### src/smm_pkg.sv
`default_nettype none
// ----------------------------------------------------------------------------
// Semiring matrix multiply package
// Shared widths, codes, interface structs and saturation helpers.
// ----------------------------------------------------------------------------
package smm_pkg;

  localparam int SMM_MAX_DIM    = 8;
  localparam int SMM_FIFO_DEPTH = 2;

  localparam int DIM_W   = 4;   // width of a dimension register
  localparam int IDX_W   = 3;   // width of a row or column index field
  localparam int VAL_W   = 32;  // width of a matrix entry
  localparam int PROD_W  = 2 * VAL_W;
  localparam int ACC_W   = PROD_W + 4;  // room for eight finite products
  localparam int TDATA_W = 40;

  localparam logic [VAL_W-1:0] POS_INF = 32'h7FFF_FFFF;
  localparam logic [VAL_W-1:0] NEG_INF = 32'h8000_0000;
  localparam logic [VAL_W-1:0] FIN_MAX = 32'h7FFF_FFFE;
  localparam logic [VAL_W-1:0] FIN_MIN = 32'h8000_0001;

  typedef enum logic [1:0] {
    CMD_WR_A = 2'd0,
    CMD_WR_B = 2'd1,
    CMD_RUN  = 2'd2
  } cmd_e;

  typedef enum logic [1:0] {
    MODE_SOP = 2'd0,
    MODE_MIN = 2'd1,
    MODE_MAX = 2'd2
  } mode_e;

  typedef enum logic [1:0] {
    REG_MODE  = 2'd0,
    REG_ROWS  = 2'd1,
    REG_INNER = 2'd2,
    REG_COLS  = 2'd3
  } reg_e;

  typedef enum logic {
    SEQ_IDLE,
    SEQ_RUN
  } seq_e;

  typedef struct packed {
    cmd_e             op;
    logic [IDX_W-1:0] row;
    logic [IDX_W-1:0] col;
    logic [VAL_W-1:0] value;
  } smm_cmd_t;

  typedef struct packed {
    logic [1:0]       mode;
    logic [DIM_W-1:0] rows;
    logic [DIM_W-1:0] inner;
    logic [DIM_W-1:0] cols;
  } smm_cfg_t;

  // Saturate a 33-bit signed sum to the finite range.
  function automatic logic [VAL_W-1:0] sat_sum(input logic [VAL_W:0] s);
    logic signed [VAL_W:0] sv;
    logic signed [VAL_W:0] hi;
    logic signed [VAL_W:0] lo;
    sv = $signed(s);
    hi = $signed({1'b0, FIN_MAX});
    lo = $signed({1'b1, FIN_MIN});
    if (sv > hi) begin
      return FIN_MAX;
    end else if (sv < lo) begin
      return FIN_MIN;
    end else begin
      return s[VAL_W-1:0];
    end
  endfunction

  // Saturate the wide product accumulator to the finite range.
  function automatic logic [VAL_W-1:0] sat_acc(input logic [ACC_W-1:0] a);
    logic signed [ACC_W-1:0] av;
    logic signed [ACC_W-1:0] hi;
    logic signed [ACC_W-1:0] lo;
    av = $signed(a);
    hi = $signed({{(ACC_W-VAL_W){1'b0}}, FIN_MAX});
    lo = $signed({{(ACC_W-VAL_W){1'b1}}, FIN_MIN});
    if (av > hi) begin
      return FIN_MAX;
    end else if (av < lo) begin
      return FIN_MIN;
    end else begin
      return a[VAL_W-1:0];
    end
  endfunction

endpackage
`default_nettype wire

### src/smm_fifo.sv
`default_nettype none
// ----------------------------------------------------------------------------
// Command queue
// Short queue of decoded commands between the front end and the back end.
// ----------------------------------------------------------------------------
module smm_fifo import smm_pkg::*; #(
  parameter int DEPTH = SMM_FIFO_DEPTH
) (
  input  wire logic clk_i,
  input  wire logic rst_ni,
  input  wire logic push_i,
  input  smm_cmd_t  wdata_i,
  output logic      full_o,
  output logic      valid_o,
  output smm_cmd_t  rdata_o,
  input  wire logic pop_i
);

  localparam int PTR_W = (DEPTH > 1) ? $clog2(DEPTH) : 1;
  localparam int CNT_W = $clog2(DEPTH + 1);

  smm_cmd_t         mem_q [DEPTH];
  logic [PTR_W-1:0] wr_ptr_q, wr_ptr_d;
  logic [PTR_W-1:0] rd_ptr_q, rd_ptr_d;
  logic [CNT_W-1:0] cnt_q, cnt_d;
  logic             do_push;
  logic             do_pop;

  assign full_o  = (cnt_q == CNT_W'(DEPTH));
  assign valid_o = (cnt_q != '0);
  assign rdata_o = mem_q[rd_ptr_q];
  assign do_push = push_i && !full_o;
  assign do_pop  = pop_i && valid_o;

  always_comb begin
    wr_ptr_d = wr_ptr_q;
    rd_ptr_d = rd_ptr_q;
    cnt_d    = cnt_q;
    if (do_push) begin
      wr_ptr_d = (wr_ptr_q == PTR_W'(DEPTH - 1)) ? '0 : wr_ptr_q + 1'b1;
    end
    if (do_pop) begin
      rd_ptr_d = (rd_ptr_q == PTR_W'(DEPTH - 1)) ? '0 : rd_ptr_q + 1'b1;
    end
    if (do_push && !do_pop) begin
      cnt_d = cnt_q + 1'b1;
    end else if (do_pop && !do_push) begin
      cnt_d = cnt_q - 1'b1;
    end
  end

  always_ff @(posedge clk_i or negedge rst_ni) begin
    if (!rst_ni) begin
      wr_ptr_q <= '0;
      rd_ptr_q <= '0;
      cnt_q    <= '0;
    end else begin
      wr_ptr_q <= wr_ptr_d;
      rd_ptr_q <= rd_ptr_d;
      cnt_q    <= cnt_d;
    end
  end

  always_ff @(posedge clk_i) begin
    if (do_push) begin
      mem_q[wr_ptr_q] <= wdata_i;
    end
  end

endmodule
`default_nettype wire

### config.mk
export PLATFORM = sky130hd
export DESIGN_NAME = smm_fifo
export DESIGN_NICKNAME = d
export VERILOG_FILES = /design/src/smm_pkg.sv /design/src/smm_fifo.sv
export SDC_FILE = /design/constraint.sdc
export NUM_CORES = 1
export LEC_CHECK = 0
export BUFFER_PORTS_ARGS = -buffer_cell sky130_fd_sc_hd__buf_4
export CELL_PAD_IN_SITES_DETAIL_PLACEMENT = 0
export CELL_PAD_IN_SITES_GLOBAL_PLACEMENT = 2
export CORE_AREA = 4 4 102 104
export DETAILED_ROUTE_END_ITERATION = 10
export DIE_AREA = 0 0 106 108
export PLACE_DENSITY_LB_ADDON = 0.1
export SYNTH_ARGS = -nofsm -noshare
export SYNTH_HDL_FRONTEND = slang
export SYNTH_SLANG_ARGS = --single-unit
### constraint.sdc
create_clock -name clk_i -period 2.6 [get_ports clk_i]
set_input_delay 0.13 -clock clk_i [delete_from_list [all_inputs] [get_ports clk_i]]
set_output_delay 0.13 -clock clk_i [all_outputs]
set_load 0.01 [all_outputs]
# == After elaboration in Yosys (flattened, before gate mapping) ==
# Memory sizes are Yosys's and may differ from the RTL's.
# Index checks and enable logic that the tools add are counted.
# word_totals
out_inout_bits,42
ram_bits,80
input_bits,44
mem_count,1
regBits,4
wordCells,24
# op_classes
addsub,4
reduce_logical,9
n_mux,6
eq_ne,1
# memory_table
memory,depth,width,read_ports,rd_clocked_by_memory_dff,wr,line_no,text
mem_q,2,40,1,0,1,smm_fifo.sv:22,smm_cmd_t mem_q [DEPTH];
# ops
cell,n
1-bit logical AND,4
1-bit 2-to-1 mux,4
2-bit 2-to-1 mux,2
2-bit nonzero test,2
1-bit zero test,3
"1-bit adder, second input constant",2
"2-bit by 1-bit adder with 2-bit output, second input constant",1
"2-bit equality test, second input constant",1
"2-bit by 1-bit subtractor with 2-bit output, second input constant",1

# == Longest topological paths before layout ==
# depth
ltp_word,7
mapped_depth,7
depth_no_buf,7

# == Worst setup path after synthesis ==
# OpenSTA, ideal clock, no wires.
# synth_path
path_kind,flip-flop to flip-flop
from,reg cnt_q[0]
to,"mem mem_q[0][0] in the netlist's numbering, enable pin"
setup_slack_ns,-0.145
stages_incl_launch_ff,4
arrival_time_ns,2.308
synth_period_minus_slack_ns,2.745
cell_sequence,dfrtp_1 > nand2b_1 > nand2_1 > nor2_1
# synth_via
elab_chain_len,5
# synth_rtl
element,line_no,text
from (decl),smm_fifo.sv:25,"logic [CNT_W-1:0] cnt_q, cnt_d;"
from (signal assigned),smm_fifo.sv:60,cnt_q <= cnt_d;
2-bit equality test,smm_fifo.sv:29,assign full_o = (cnt_q == CNT_W'(DEPTH));
1-bit zero test,smm_fifo.sv:32,assign do_push = push_i && !full_o;
1-bit logical AND,smm_fifo.sv:32,
1-bit 2-to-1 mux,smm_fifo.sv:65,if (do_push) begin
1-bit 2-to-1 mux (implied by the code),smm_fifo.sv:66,mem_q[wr_ptr_q] <= wdata_i;
to (decl),smm_fifo.sv:22,
# No other way between the ends.

==> flow_summary.json <==
{
  "hold_violations": 0,
  "synth_fa_ha_area_share_pct": 0.380,
  "worstSetupPathType": "reg2out",
  "drv_slew": 0,
  "ff_latch_area_um2": 2500,
  "rsz0062_at_grt": "false",
  "yosys_warnings": 0,
  "hold_path_depth": 3,
  "postLayoutCellArea_um2": 4690,
  "post_cts_resized": 0,
  "cts_tree": "done",
  "drtIter0Drc": 41,
  "syn_area_um2": 3290,
  "clock-sinks": 84,
  "rrSetupSlack_ns": 0.74,
  "area_growth_pct": 42.5,
  "first_pass_iters": 4,
  "power_mw": 4.72,
  "post-route-period-util_pct": 77.9,
  "detail_route.vias_per_cell": 4.11,
  "peakVddDrop_v": 0.000605,
  "wl_per_cell_um": 14.3,
  "wirelength_mm": 6.01,
  "root_buffer": "clkbuf_8",
  "core_um2": 9550,
  "synth.distinct_cells": 16,
  "layout.nets": 326,
  "clock_latency_ns": 0.33,
  "multiInputGateArea_um2": 698,
  "ys_seq_elements": 84,
  "gp_congestion": 0.704,
  "synthCells": 144,
  "power_density_nw_per_um2": 1010,
  "dieArea_um2": 11400,
  "max_cap_violations": 0,
  "hold_end": "rd_ptr_q",
  "yosysSeqAreaShare_pct": 76.0,
  "dp_hpwl_mm": 4.11,
  "crit_arrival_ns": 1.90,
  "grt_max_degree": 26,
  "cts_max_path_buffers": 2,
  "finClkSkew_ns": 0.00529,
  "whs_ns": 0.0733,
  "tightest_slew_ns": 0.585,
  "hold_buffers": 41,
  "status": "finished, final reports clean",
  "cpPeakStageDelay_ns": 0.74,
  "rows": 36,
  "initial_core_util_pct": 34.5,
  "drc": 0,
  "critical_path_buf_inv_count": 2,
  "p_leak_nw": 1.89,
  "grt_pass1_wl_mm": 9.42,
  "max_slew_margin_pct": 60.9,
  "overflow": 0,
  "hp-class": "in2reg",
  "synth_top_family_by_area": "multiplexers",
  "antenna_cells": 0,
  "placed_area_um2": 4060,
  "die_w_um": 106,
  "tns_ns": 0,
  "drive_gt1_share_pct": 51.7,
  "track_usage_pct": 11.0,
  "reg2reg_from": "cnt_q[0]",
  "critPathLaunchType": "register",
  "antenna_found_initial": 0,
  "setup-violations-final": 0,
  "path_delay_family": "flip-flops",
  "r2r_cells": 4,
  "grt_pass1_vias": 1884,
  "cp-end-kind": "output port",
  "crit_chain": "buf_12 -> mux2_2 -> buf_4",
  "boundaryPins": 86,
  "num_vias": 1722,
  "postCtsSetupRepairBufs": 0,
  "cts_inserted_buffers": 9,
  "period_needed_ns": 2.03,
  "synthMuxAreaShare_pct": 18.1,
  "critPathRequiredTime_ns": 2.47,
  "path_clk_slew_ns": 0.08,
  "crit_path_max_fanout": 25,
  "holdCritStartpoint": "pop_i",
  "syn-num-nets": 189,
  "filler_cell_count": 839,
  "timing.rr.end": "mem_q[0][30]",
  "numPortBuffers": 85,
  "cts.htree.levels": 3,
  "cp_slowest_cell": "dfrtp_2",
  "yosys.area_share.simple_pct": 1.10,
  "synth_xor_area_share_pct": 1.33,
  "synth_compound_area_share_pct": 0,
  "antenna_left": 0,
  "die_h_um": 108,
  "avgSynthCellArea_um2": 22.9,
  "max_freq_mhz": 493
}
-- worst max-delay path by stage --
stage	slack (ns)	to	depth (start not counted)	start
after floorplan	0.52	mem_q[0][0]	3	cnt_q[0]
after global placement	0.82	mem_q[0][25]	4	cnt_q[0]
after detailed placement	0.76	mem_q[0][25]	4	cnt_q[0]
after CTS	0.55	rdata_o[17]	3	rd_ptr_q
after global routing	0.45	rdata_o[17]	3	rd_ptr_q
final	0.57	rdata_o[17]	3	rd_ptr_q
-- worst min-delay path, delay by kind of cell --
kind                   cells  cell delay [ns]
XOR/XNOR                   1             0.07
AND/OR/NAND/NOR            1             0.07
buffers and inverters      1             0.11
-- stage by stage --
| step | setup WS (ns) | utilization, % | instances |
|---|---|---|---|
| after detailed placement | 0.763 | 42.6 | 362 |
| after floorplan | 0.516 | - | 144 |
| final | 0.574 | 49.1 | 419 |
| after global routing | 0.452 | 49.1 | 419 |
| after CTS | 0.550 | 49.1 | 419 |
| after global placement | 0.815 | 42.6 | 362 |
-- sequential cells by signal, indices dropped and copies added (netlist names) --
| name | flops |
|---|---|
| mem_q | 80 |
| cnt_q | 2 |
| rd_ptr_q | 1 |
| wr_ptr_q | 1 |
-- cell families after synthesis --
kind of cell | Yosys count
xor gates and xnor gates | 5
adders and majority gates | 1
buffers and inverters | 7
DFF | 84
muxes | 40
and+or+nand+nor | 7
-- cell usage in the layout, fill, tap and decap left out, drive strengths merged --
| master | instances |
|---|---|
| and3 | 1 |
| buf | 90 |
| bufinv | 2 |
| clkbuf | 10 |
| clkinv | 3 |
| clkinvlp | 1 |
| dfrtp | 4 |
| dlygate4sd3 | 41 |
| edfxtp | 80 |
| ha | 1 |
| inv | 2 |
| mux2 | 40 |
| nand2 | 2 |
| nand2b | 1 |
| nor2 | 2 |
| or2 | 1 |
| xnor2 | 3 |
| xor2 | 2 |
-- cell usage after synthesis --
cell | instances | share of area, %
dfrtp_1 | 4 | 3.0
or2_1 | 1 | 0.19
ha_1 | 1 | 0.38
xor2_1 | 2 | 0.53
nand2b_1 | 1 | 0.19
nand2_1 | 1 | 0.11
nand2_2 | 1 | 0.19
buf_12 | 4 | 2.4
mux2_4 | 39 | 18
xnor2_1 | 3 | 0.80
nor2_1 | 2 | 0.23
edfxtp_1 | 80 | 73
inv_1 | 2 | 0.23
mux2_2 | 1 | 0.34
and3_1 | 1 | 0.19
buf_6 | 1 | 0.34
-- area by class of cell --
cell class,count,share of cell area [%]
flip-flops and latches,84,53.4
repair buffers,131,23.4
clock buffers,10,2.72
inverters,2,0.160
well taps,133,3.55
clock inverters,6,1.89
multi-input cells,53,14.9
-- metal layers --
| metal | global-route usage (%) | vias to the layer above | share of wire [%] |
|---|---|---|---|
| met5 | 0 | - | 0 |
| met4 | 3.61 | 0 | 0.95 |
| met3 | 4.42 | 5 | 6.4 |
| met2 | 18.6 | 51 | 50 |
| met1 | 12.8 | 839 | 42 |
| li1 | - | 827 | - |
-- report_power, final --
group          internal (mW)  leakage [nW]  total (mW)  switching [mW]
clock network          0.541         0.104       0.981           0.440
registers               1.85         0.789        2.01           0.161
logic                   1.00         0.992        1.72           0.721
Note: power is estimated with default switching activity, not from simulation.
