==> src/smm_pkg.sv <==
`default_nettype none
// ----------------------------------------------------------------------------
// Semiring matrix multiply package
// Shared widths, codes, interface structs and saturation helpers.
// ----------------------------------------------------------------------------
package smm_pkg;

  localparam int SMM_MAX_DIM    = 8;
  localparam int SMM_FIFO_DEPTH = 2;

  localparam int DIM_W   = 4;   // width of a dimension register
  localparam int IDX_W   = 3;   // width of a row or column index field
  localparam int VAL_W   = 32;  // width of a matrix entry
  localparam int PROD_W  = 2 * VAL_W;
  localparam int ACC_W   = PROD_W + 4;  // room for eight finite products
  localparam int TDATA_W = 40;

  localparam logic [VAL_W-1:0] POS_INF = 32'h7FFF_FFFF;
  localparam logic [VAL_W-1:0] NEG_INF = 32'h8000_0000;
  localparam logic [VAL_W-1:0] FIN_MAX = 32'h7FFF_FFFE;
  localparam logic [VAL_W-1:0] FIN_MIN = 32'h8000_0001;

  typedef enum logic [1:0] {
    CMD_WR_A = 2'd0,
    CMD_WR_B = 2'd1,
    CMD_RUN  = 2'd2
  } cmd_e;

  typedef enum logic [1:0] {
    MODE_SOP = 2'd0,
    MODE_MIN = 2'd1,
    MODE_MAX = 2'd2
  } mode_e;

  typedef enum logic [1:0] {
    REG_MODE  = 2'd0,
    REG_ROWS  = 2'd1,
    REG_INNER = 2'd2,
    REG_COLS  = 2'd3
  } reg_e;

  typedef enum logic {
    SEQ_IDLE,
    SEQ_RUN
  } seq_e;

  typedef struct packed {
    cmd_e             op;
    logic [IDX_W-1:0] row;
    logic [IDX_W-1:0] col;
    logic [VAL_W-1:0] value;
  } smm_cmd_t;

  typedef struct packed {
    logic [1:0]       mode;
    logic [DIM_W-1:0] rows;
    logic [DIM_W-1:0] inner;
    logic [DIM_W-1:0] cols;
  } smm_cfg_t;

  // Saturate a 33-bit signed sum to the finite range.
  function automatic logic [VAL_W-1:0] sat_sum(input logic [VAL_W:0] s);
    logic signed [VAL_W:0] sv;
    logic signed [VAL_W:0] hi;
    logic signed [VAL_W:0] lo;
    sv = $signed(s);
    hi = $signed({1'b0, FIN_MAX});
    lo = $signed({1'b1, FIN_MIN});
    if (sv > hi) begin
      return FIN_MAX;
    end else if (sv < lo) begin
      return FIN_MIN;
    end else begin
      return s[VAL_W-1:0];
    end
  endfunction

  // Saturate the wide product accumulator to the finite range.
  function automatic logic [VAL_W-1:0] sat_acc(input logic [ACC_W-1:0] a);
    logic signed [ACC_W-1:0] av;
    logic signed [ACC_W-1:0] hi;
    logic signed [ACC_W-1:0] lo;
    av = $signed(a);
    hi = $signed({{(ACC_W-VAL_W){1'b0}}, FIN_MAX});
    lo = $signed({{(ACC_W-VAL_W){1'b1}}, FIN_MIN});
    if (av > hi) begin
      return FIN_MAX;
    end else if (av < lo) begin
      return FIN_MIN;
    end else begin
      return a[VAL_W-1:0];
    end
  endfunction

endpackage
`default_nettype wire

==> src/smm_front.sv <==
`default_nettype none
// ----------------------------------------------------------------------------
// Front end
// Accepts input beats, drops unused commands and out-of-range writes, and
// hands the kept commands to the command queue.
// ----------------------------------------------------------------------------
module smm_front import smm_pkg::*; #(
  parameter int MAX_DIM = SMM_MAX_DIM
) (
  input  wire logic             clk_i,
  input  wire logic             rst_ni,
  input  wire logic             valid_i,
  output logic                  ready_o,
  input  wire logic [1:0]       cmd_i,
  input  wire logic [IDX_W-1:0] row_i,
  input  wire logic [IDX_W-1:0] col_i,
  input  wire logic [VAL_W-1:0] value_i,
  output logic                  push_o,
  output smm_cmd_t              cmd_o,
  input  wire logic             full_i
);

  logic     vld_q;
  smm_cmd_t cmd_q;
  logic     keep;
  logic     in_range;
  logic     accept;

  assign in_range = ({1'b0, row_i} < (IDX_W+1)'(MAX_DIM)) &&
                    ({1'b0, col_i} < (IDX_W+1)'(MAX_DIM));

  always_comb begin
    case (cmd_e'(cmd_i))
      CMD_WR_A: keep = in_range;
      CMD_WR_B: keep = in_range;
      CMD_RUN:  keep = 1'b1;
      default:  keep = 1'b0;
    endcase
  end

  assign ready_o = !vld_q || !full_i;
  assign accept  = valid_i && ready_o;
  assign push_o  = vld_q;
  assign cmd_o   = cmd_q;

  always_ff @(posedge clk_i or negedge rst_ni) begin
    if (!rst_ni) begin
      vld_q <= 1'b0;
    end else if (accept) begin
      vld_q <= keep;
    end else if (!full_i) begin
      vld_q <= 1'b0;
    end
  end

  always_ff @(posedge clk_i) begin
    if (accept) begin
      cmd_q.op    <= cmd_e'(cmd_i);
      cmd_q.row   <= row_i;
      cmd_q.col   <= col_i;
      cmd_q.value <= value_i;
    end
  end

endmodule
`default_nettype wire

==> config.mk <==
export PLATFORM = sky130hd
export DESIGN_NAME = smm_front
export DESIGN_NICKNAME = d
export VERILOG_FILES = /design/src/smm_pkg.sv /design/src/smm_front.sv
export SDC_FILE = /design/constraint.sdc
export NUM_CORES = 1
export LEC_CHECK = 0
export BUFFER_PORTS_ARGS = -buffer_cell sky130_fd_sc_hd__buf_4
export CORE_MARGIN = 2
export CORE_UTILIZATION = 43
export DETAILED_ROUTE_END_ITERATION = 6
export GPL_TIMING_DRIVEN = 0
export HOLD_SLACK_MARGIN = 0.03
export PLACE_DENSITY = 0.83
export SKIP_CTS_REPAIR_TIMING = 1
export SLEW_MARGIN = 20
export SYNTH_ARGS = -nofsm -noshare
export SYNTH_HDL_FRONTEND = slang
export SYNTH_SLANG_ARGS = --single-unit
==> constraint.sdc <==
create_clock -name clk_i -period 3.1 [get_ports clk_i]
set_input_delay 0.155 -clock clk_i [delete_from_list [all_inputs] [get_ports clk_i]]
set_output_delay 0.155 -clock clk_i [all_outputs]
set_load 0.01 [all_outputs]
# After elaboration in Yosys (flattened, before gate mapping)
# Index checks and enable logic that the tools add are counted.
[word_totals]
output_inout_bits = 42
ff_bits = 41
[classes]
muxes = 3
n_reduce_logical = 6
n_eq_ne = 3
[op_table]
columns = ["operator", "n"]
rows = [
  ["2-to-1 mux 1 bit", 3],
  ["OR reduction 3 bit", 1],
  ["equality test 2 x 1 -> 1 bit, second input constant", 1],
  ["equality test 2 bit, second input constant", 1],
  ["zero test 1 bit", 2],
  ["zero test 2 bit", 1],
  ["inequality test 2 x 1 -> 1 bit, second input constant", 1],
  ["logical AND 1 bit", 1],
  ["logical OR 1 bit", 1],
]

# Logic depth before layout (Yosys ltp)
# Gate-level depths: netlist (run 1).
[logic_depth]
depth_word = 4
mapped_depth = 2

# Worst setup path before layout (run 1)
# OpenSTA, ideal clock, no wires.
[synth_path]
path_kind = "register to register"
from = "reg vld_q, in the netlist push_o"
to = "reg cmd_q (netlist bit cmd_o[0]), enable pin"
path_slack_ns = 1.150
n_path_buf = 0
stages_incl_launch_ff = 3
synth_period_minus_slack_ns = 1.950
arrival_time_ns = 1.548
required_ns = 2.699
path_cell_list = "dfrtp_1 -> nand2_1 -> and2_1"
[synth_between]
elab_chain_cells = 3
[synth_lines]
columns = ["element", "line", "source"]
rows = [
  ["from (decl)", "smm_front.sv:23", "logic vld_q;"],
  ["from (signal assigned)", "smm_front.sv:50", "vld_q <= keep;"],
  ["zero test 1 bit", "smm_front.sv:41", "assign ready_o = !vld_q || !full_i;"],
  ["logical OR 1 bit", "smm_front.sv:41", ""],
  ["net ready_o", "smm_front.sv:13", "output logic ready_o,"],
  ["logical AND 1 bit", "smm_front.sv:42", "assign accept = valid_i && ready_o;"],
  ["net accept", "smm_front.sv:27", "logic accept;"],
  ["to (decl)", "smm_front.sv:24", "smm_cmd_t cmd_q;"],
]
# The timed path passes the listed nets, and every way through them passes these cells.
# A chain may end at the register's enable or synchronous reset.

# Final worst setup path (run 1)
[layout_path]
from = "reg vld_q, in the netlist push_o"
to = "reg cmd_q (netlist bit cmd_o[3]), enable pin"
[layout_between]
elab_chain_cells = 3
[layout_lines]
columns = ["element", "line"]
rows = [
  ["zero test 1 bit", "smm_front.sv:41"],
  ["logical OR 1 bit", "smm_front.sv:41"],
  ["logical AND 1 bit", "smm_front.sv:42"],
  ["net accept", "smm_front.sv:27"],
]
# The timed path passes the listed nets, and every way through them passes these cells.

==> results of run 1 <==
registers in the layout, summed over array words and instances, names as in the netlist:
name / flops
cmd_o: 40
push_o: 1
Yosys cell counts:
| cell type | count |
|---|---|
| nand2_1 | 2 |
| a22o_1 | 1 |
| dfrtp_1 | 1 |
| edfxtp_1 | 40 |
| and2_1 | 1 |
path summary, 6_finish.rpt:
kind	endpoint	slack, ns	depth (start not counted)
worst max-delay path	cmd_o[3]	1.56	3
worst min-delay path	push_o	0.06	2
worst max register to register	cmd_o[3]	1.56	3
worst min register to register	push_o	0.62	1
max in group asynchronous	push_o	2.90	2
min in group asynchronous	push_o	0.12	2
cells by family (layout without fill, tap and decap cells):
family,Yosys count,after routing
buf+inv,0,136
compound gates,1,1
simple gates,3,3
flops,41,41
cell type report:
type / count / area share
sequential: 41 / 0.499
timing repair buffer: 128 / 0.442
clock inverter: 3 / 0.0188
tap: 31 / 0.0158
clock buffer: 5 / 0.0153
multi-input combinational: 4 / 0.00967
layout by cell type (no fill, tap or decap), drive strengths merged:
| master | n |
|---|---|
| dfrtp | 1 |
| nand2 | 2 |
| clkinvlp | 1 |
| edfxtp | 40 |
| clkbuf | 5 |
| clkinv | 1 |
| and2 | 1 |
| a22o | 1 |
| dlygate4sd3 | 42 |
| bufinv | 1 |
| buf | 86 |
power breakdown:
group	internal [W]	switching (W)	total, W
Sequential	0.000648	0.0000110	0.000659
Clock	0.000171	0.000176	0.000347
Combinational	0.000112	0.0000677	0.000180
critical path: cells and delay by family (launching register included):
kind	cells	cell delay, ns
AND/OR/NAND/NOR	2	0.55
flip-flops	1	0.45
buffers and inverters	1	0.23
routing by layer:
| layer | track usage | vias to the layer above | part of all wire |
|---|---|---|---|
| li1 | - | 450 | - |
| met1 | 0.152 | 470 | 0.37 |
| met2 | 0.261 | 70 | 0.49 |
| met3 | 0.136 | 4 | 0.13 |
| met4 | 0.0698 | 0 | 0.0095 |
| met5 | 0 | - | 0 |
through the flow:
step	hold slack [ns]	total power [W]
finish	0.0606	0.00119
global route	0.0479	0.00123
CTS	-0.452	0.00114
detailed placement	-0.0687	0.000802
global placement	-0.0694	0.000792
floorplan	-0.141	0.000701
==> metrics.txt, run 1 <==
Netlist Area Pre-Place=1250 um^2; DR pass1 iterations=4; crit path cell chain=nand2_1 > and2_2 > buf_16; Hold Path Origin=full_i; Die Span Y=57.9 um; Synth Area in Adders=0; status=finished clean; CTS buffer count=5; post-route cell area=2460 um^2; vias per cell=4.69; # clock sinks=41; total number of vias=994; leak pwr=1.04 nW; relative slew slack=0.682; Compound-Gate Fraction of Synth Area=0.00701; worst setup path class=flip-flop to flip-flop; Antenna diodes=0; critical path arrival=1.60 ns; largest family of logic cells by synthesized area=simple AND/OR/NAND/NOR gates; Setup WS pre-CTS=1.64 ns; sequential area share after synthesis=0.982; storage element area=1230 um^2; final WL=3780 um; Worst Tran Pin Value=0.477 ns; H-tree Lvls=2; unrepaired setup endpoints after global routing=no; final hold vios=0; CTS max path bufs=2; Max Freq=649 MHz; fraction of the mapped netlist area in simple logic gates=0.0110; Critical R2R Launch=push_o; global-route wire length before repair=3860 um; port bufs=85; cell taking the most area after synthesis=edfxtp_1; placed cell count=162; CP max stage delay=0.45 ns; hpwl dp=1910 um; root buffer cell=clkbuf_4; largest net degree at the start of global routing=24; min cycle time layout=1.54 ns; net count reported at finish=224; crit path max fanout=23; critical path launch point=push_o; DRT iter0 DRCs=30; Clk pin slew, worst setup/hold paths=0.13 ns; final core occ=0.892; die area=3350 um^2; syn nets=89; Synth Area in XOR/XNOR=0; crit path launch type=flip-flop; # IOs=86; Tcrit/Tclk final=0.497; Multi-input gate area=23.8 um^2; Tot GR Track Use=0.164; initial core utilization=0.453; power per standard cell area=482 nW/um^2; Critical Path RT=3.15 ns; Layout area overhead=96.9%; Setup violations, final=0; # DRC=0; die width=57.9 um; vias in the first global route=865; Area contributors post-synth=edfxtp_1 96%, dfrtp_1 2.0%, a22o_1 0.70%; mux cell area share after synthesis=0; Final Non-Filler Cells=212; layout cells sized above 1=0.525; Yosys cell types=5; Setup Skew=0.0132 ns; final-report max-slew violation count=0; Worst Slack Setup Final=1.56 ns; slowest cell on the critical path=dfrtp_1; antenna violations before repair=0; Hold Crit Class=input pin to flip-flop; Detail Route Antenna Nets=0; GRT overflow=0; Core ar.=2760 um^2; Worst-Skew Late Latency=0.34 ns; Syn Inst Count=45; # Max-Cap Violations=0; synth warn=0; Seq cells post-synth=41; worst vdd ir=0.518 mV; RePlAce Congestion=0.708; Avg WL per Cell=17.8 um; synthesized area per cell=27.7 um^2; Worst setup EP type=flip-flop; placed instance area=1950 um^2; top-area cell type share of the netlist area=0.962; Setup TNS=0 ns; Fill cells=105; CTS tree=built; row count=19
(Power assumes the default switching activity.)
==> run 2, diff against run 1 <==
--- a/config.mk
+++ b/config.mk
@@ -5,13 +5,14 @@
 export SDC_FILE = /design/constraint.sdc
 export NUM_CORES = 1
 export LEC_CHECK = 0
+export ABC_AREA = 1
 export BUFFER_PORTS_ARGS = -buffer_cell sky130_fd_sc_hd__buf_4
 export CORE_MARGIN = 2
-export CORE_UTILIZATION = 43
+export CORE_UTILIZATION = 36
 export DETAILED_ROUTE_END_ITERATION = 6
 export GPL_TIMING_DRIVEN = 0
 export HOLD_SLACK_MARGIN = 0.03
-export PLACE_DENSITY = 0.83
+export PLACE_DENSITY = 0.74
 export SKIP_CTS_REPAIR_TIMING = 1
 export SLEW_MARGIN = 20
 export SYNTH_ARGS = -nofsm -noshare
==> constraint.sdc (replaced) <==
create_clock -name clk_i -period 1.4 [get_ports clk_i]
set_input_delay 0.07 -clock clk_i [delete_from_list [all_inputs] [get_ports clk_i]]
set_output_delay 0.07 -clock clk_i [all_outputs]
set_load 0.01 [all_outputs]
==> metrics.txt, run 2 <==
# clock sinks=41 (unchanged); Tcrit/Tclk final=0.960 (+0.463); antenna violations before repair=0 (unchanged); clock power share=0.239 (-0.053); final hold vios=0 (unchanged); Setup violations, final=0 (unchanged); combinational share of power=0.160 (+0.008); Antenna diodes=0 (unchanged); H-tree Lvls=2 (unchanged); Detail Route Antenna Nets=0 (unchanged); Seq cells post-synth=41 (unchanged); Max Freq=744 MHz (+15%); post-route cell area=2450 um^2 (-0.25%); worst vdd ir=0.706 mV (+36%); placed instance area=1950 um^2 (-0.32%); vias per cell=4.22 (-10%); number of synthesized flops with an enable pin=40 (unchanged); Psw=0.000553 W (+120%); CTS max path bufs=2 (unchanged); sequential area share after synthesis=0.981 (-0.000983); Worst Tran Pin Value=0.463 ns (-0.0139 ns); CTS buffer count=5 (unchanged); synth warn=0 (unchanged); row count=21 (+2); Yosys cell types=5 (unchanged); final-report max-slew violation count=0 (unchanged); RePlAce Congestion=0.701 (-1.1%); Netlist Area Pre-Place=1250 um^2 (+0.10%); Final Non-Filler Cells=230 (+8.5%); port bufs=85 (unchanged); CTS tree=built; syn nets=90 (+1.1%); Synth top cells by count=40 x edfxtp_1, 3 x nand2_1, 1 x and2_1, 1 x dfrtp_1, 1 x nand2_2; power per standard cell area=990 nW/um^2 (+110%); die width=62.9 um (+8.7%); Hold Crit Class=input pin to flip-flop; initial core utilization=0.375 (-0.0782); vias in the first global route=861 (-0.46%); Setup Skew=0.0114 ns (-0.00186 ns); Avg WL per Cell=15.3 um (-14%); Clk pin slew, worst setup/hold paths=0.12 ns (about the same); root buffer cell=clkbuf_4; switching share of power=0.228 (+0.0131); synthesized area per cell=27.2 um^2 (-2.1%); layout cells sized above 1=0.516 (-0.00856); Critical Path RT=1.42 ns (-1.73 ns); Syn Inst Count=46 (+2.2%); top-area cell type share of the netlist area=0.961 (-0.000963); Die Span Y=62.9 um (+8.7%); relative slew slack=0.691 (+0.00923); Internal=0.00188 W (+100%); die area=3960 um^2 (+18%); min cycle time layout=1.34 ns (-0.197 ns); GRT overflow=0 (unchanged); final WL=3530 um (-6.7%); final hold slack=0.304 ns (+0.244 ns); # Max-Cap Violations=0 (unchanged); global-route wire length before repair=3830 um (-0.91%); main flop type after synthesis=edfxtp_1; crit path max fanout=20 (-13%); critical path arrival=1.36 ns (-0.24 ns); Post-synth ARST share=0.0244 (unchanged); Area contributors post-synth=edfxtp_1 96%, dfrtp_1 2.0%, nand2_1 0.90%; Reg power frac=0.601 (+0.045); Layout area overhead=96.2%; Worst-Skew Late Latency=0.35 ns (about the same); max reg flops=40 (unchanged); Fill cells=202 (+92%); crit path launch type=flip-flop; final core occ=0.735 (-0.157); # DRC=0 (unchanged); cell taking the most area after synthesis=edfxtp_1; Tot GR Track Use=0.136 (-0.0282); total number of vias=970 (-2.4%); placed cell count=177 (+9.3%); most frequent cells in the layout=85 x buf_4, 44 x dlygate4sd3_1, 40 x edfxtp_1; DR pass1 iterations=4 (unchanged); Core ar.=3340 um^2 (+21%); most common cell after layout, fill and taps aside=buf_4; Worst setup EP type=flip-flop; most frequent cell after synthesis=edfxtp_1; # IOs=86 (unchanged); worst setup path class=flip-flop to flip-flop; largest net degree at the start of global routing=41 (+71%); leak pwr=1.03 nW (-1.3%); DRT iter0 DRCs=27 (-10%); net count reported at finish=227 (+1.3%); status=finished clean
## run 2: cells by family (layout without fill, tap and decap cells)
kind of cell,Yosys count,after routing,share of synthesized area
and+or+nand+nor,5,6,0.0190
DFF,41,41,0.981
buffers and inverters,0,137,0
## run 2: path summary, 6_finish.rpt
path | from | to | slack [ns] | cells past startpoint
max | push_o | cmd_o[0] | 0.06 | 2
min | full_i | cmd_o[7] | 0.30 | 3
max reg2reg | push_o | cmd_o[0] | 0.06 | 2
min reg2reg | push_o | cmd_o[7] | 0.96 | 2
max in group asynchronous | rst_ni | push_o | 0.74 | 3
min in group asynchronous | rst_ni | push_o | 0.56 | 3
## run 2: worst max-delay path: stages (launching register included)
cell     delay, ns
dfrtp_1       0.43
nand2_2       0.12
and2_2        0.46
## run 2: area by class of cell
type	instances	area (um^2)	share of cell area
clock buffers	6	41.3	0.0168
clock inverters	2	15.0	0.00612
multi-input cells	6	33.8	0.0138
flip-flops and latches	41	1230	0.500
well taps	46	57.6	0.0235
repair buffers	129	1080	0.440
## run 2: through the flow
stage	TNS, ns	power [W]	worst slack, ns
detailed placement	0	0.00177	0.0788
global route	-0.0223	0.00253	-0.00328
global placement	0	0.00175	0.118
CTS	0	0.00233	0.0589
finish	0	0.00243	0.0559
floorplan	0	0.00155	0.126
## run 2: power groups by stage
stage               clock network (W)   logic, W  registers, W
floorplan                           0  0.0000315       0.00152
global placement                    0   0.000273       0.00148
finish                       0.000581   0.000388       0.00146
detailed placement                  0   0.000281       0.00148
global route                 0.000646   0.000413       0.00147
CTS                          0.000591   0.000281       0.00146
## run 2: metal layers
| layer | track usage | part of all wire |
|---|---|---|
| met5 | 0 | 0 |
| met3 | 0.0811 | 0.12 |
| met1 | 0.120 | 0.35 |
| met4 | 0.100 | 0.016 |
| met2 | 0.225 | 0.52 |
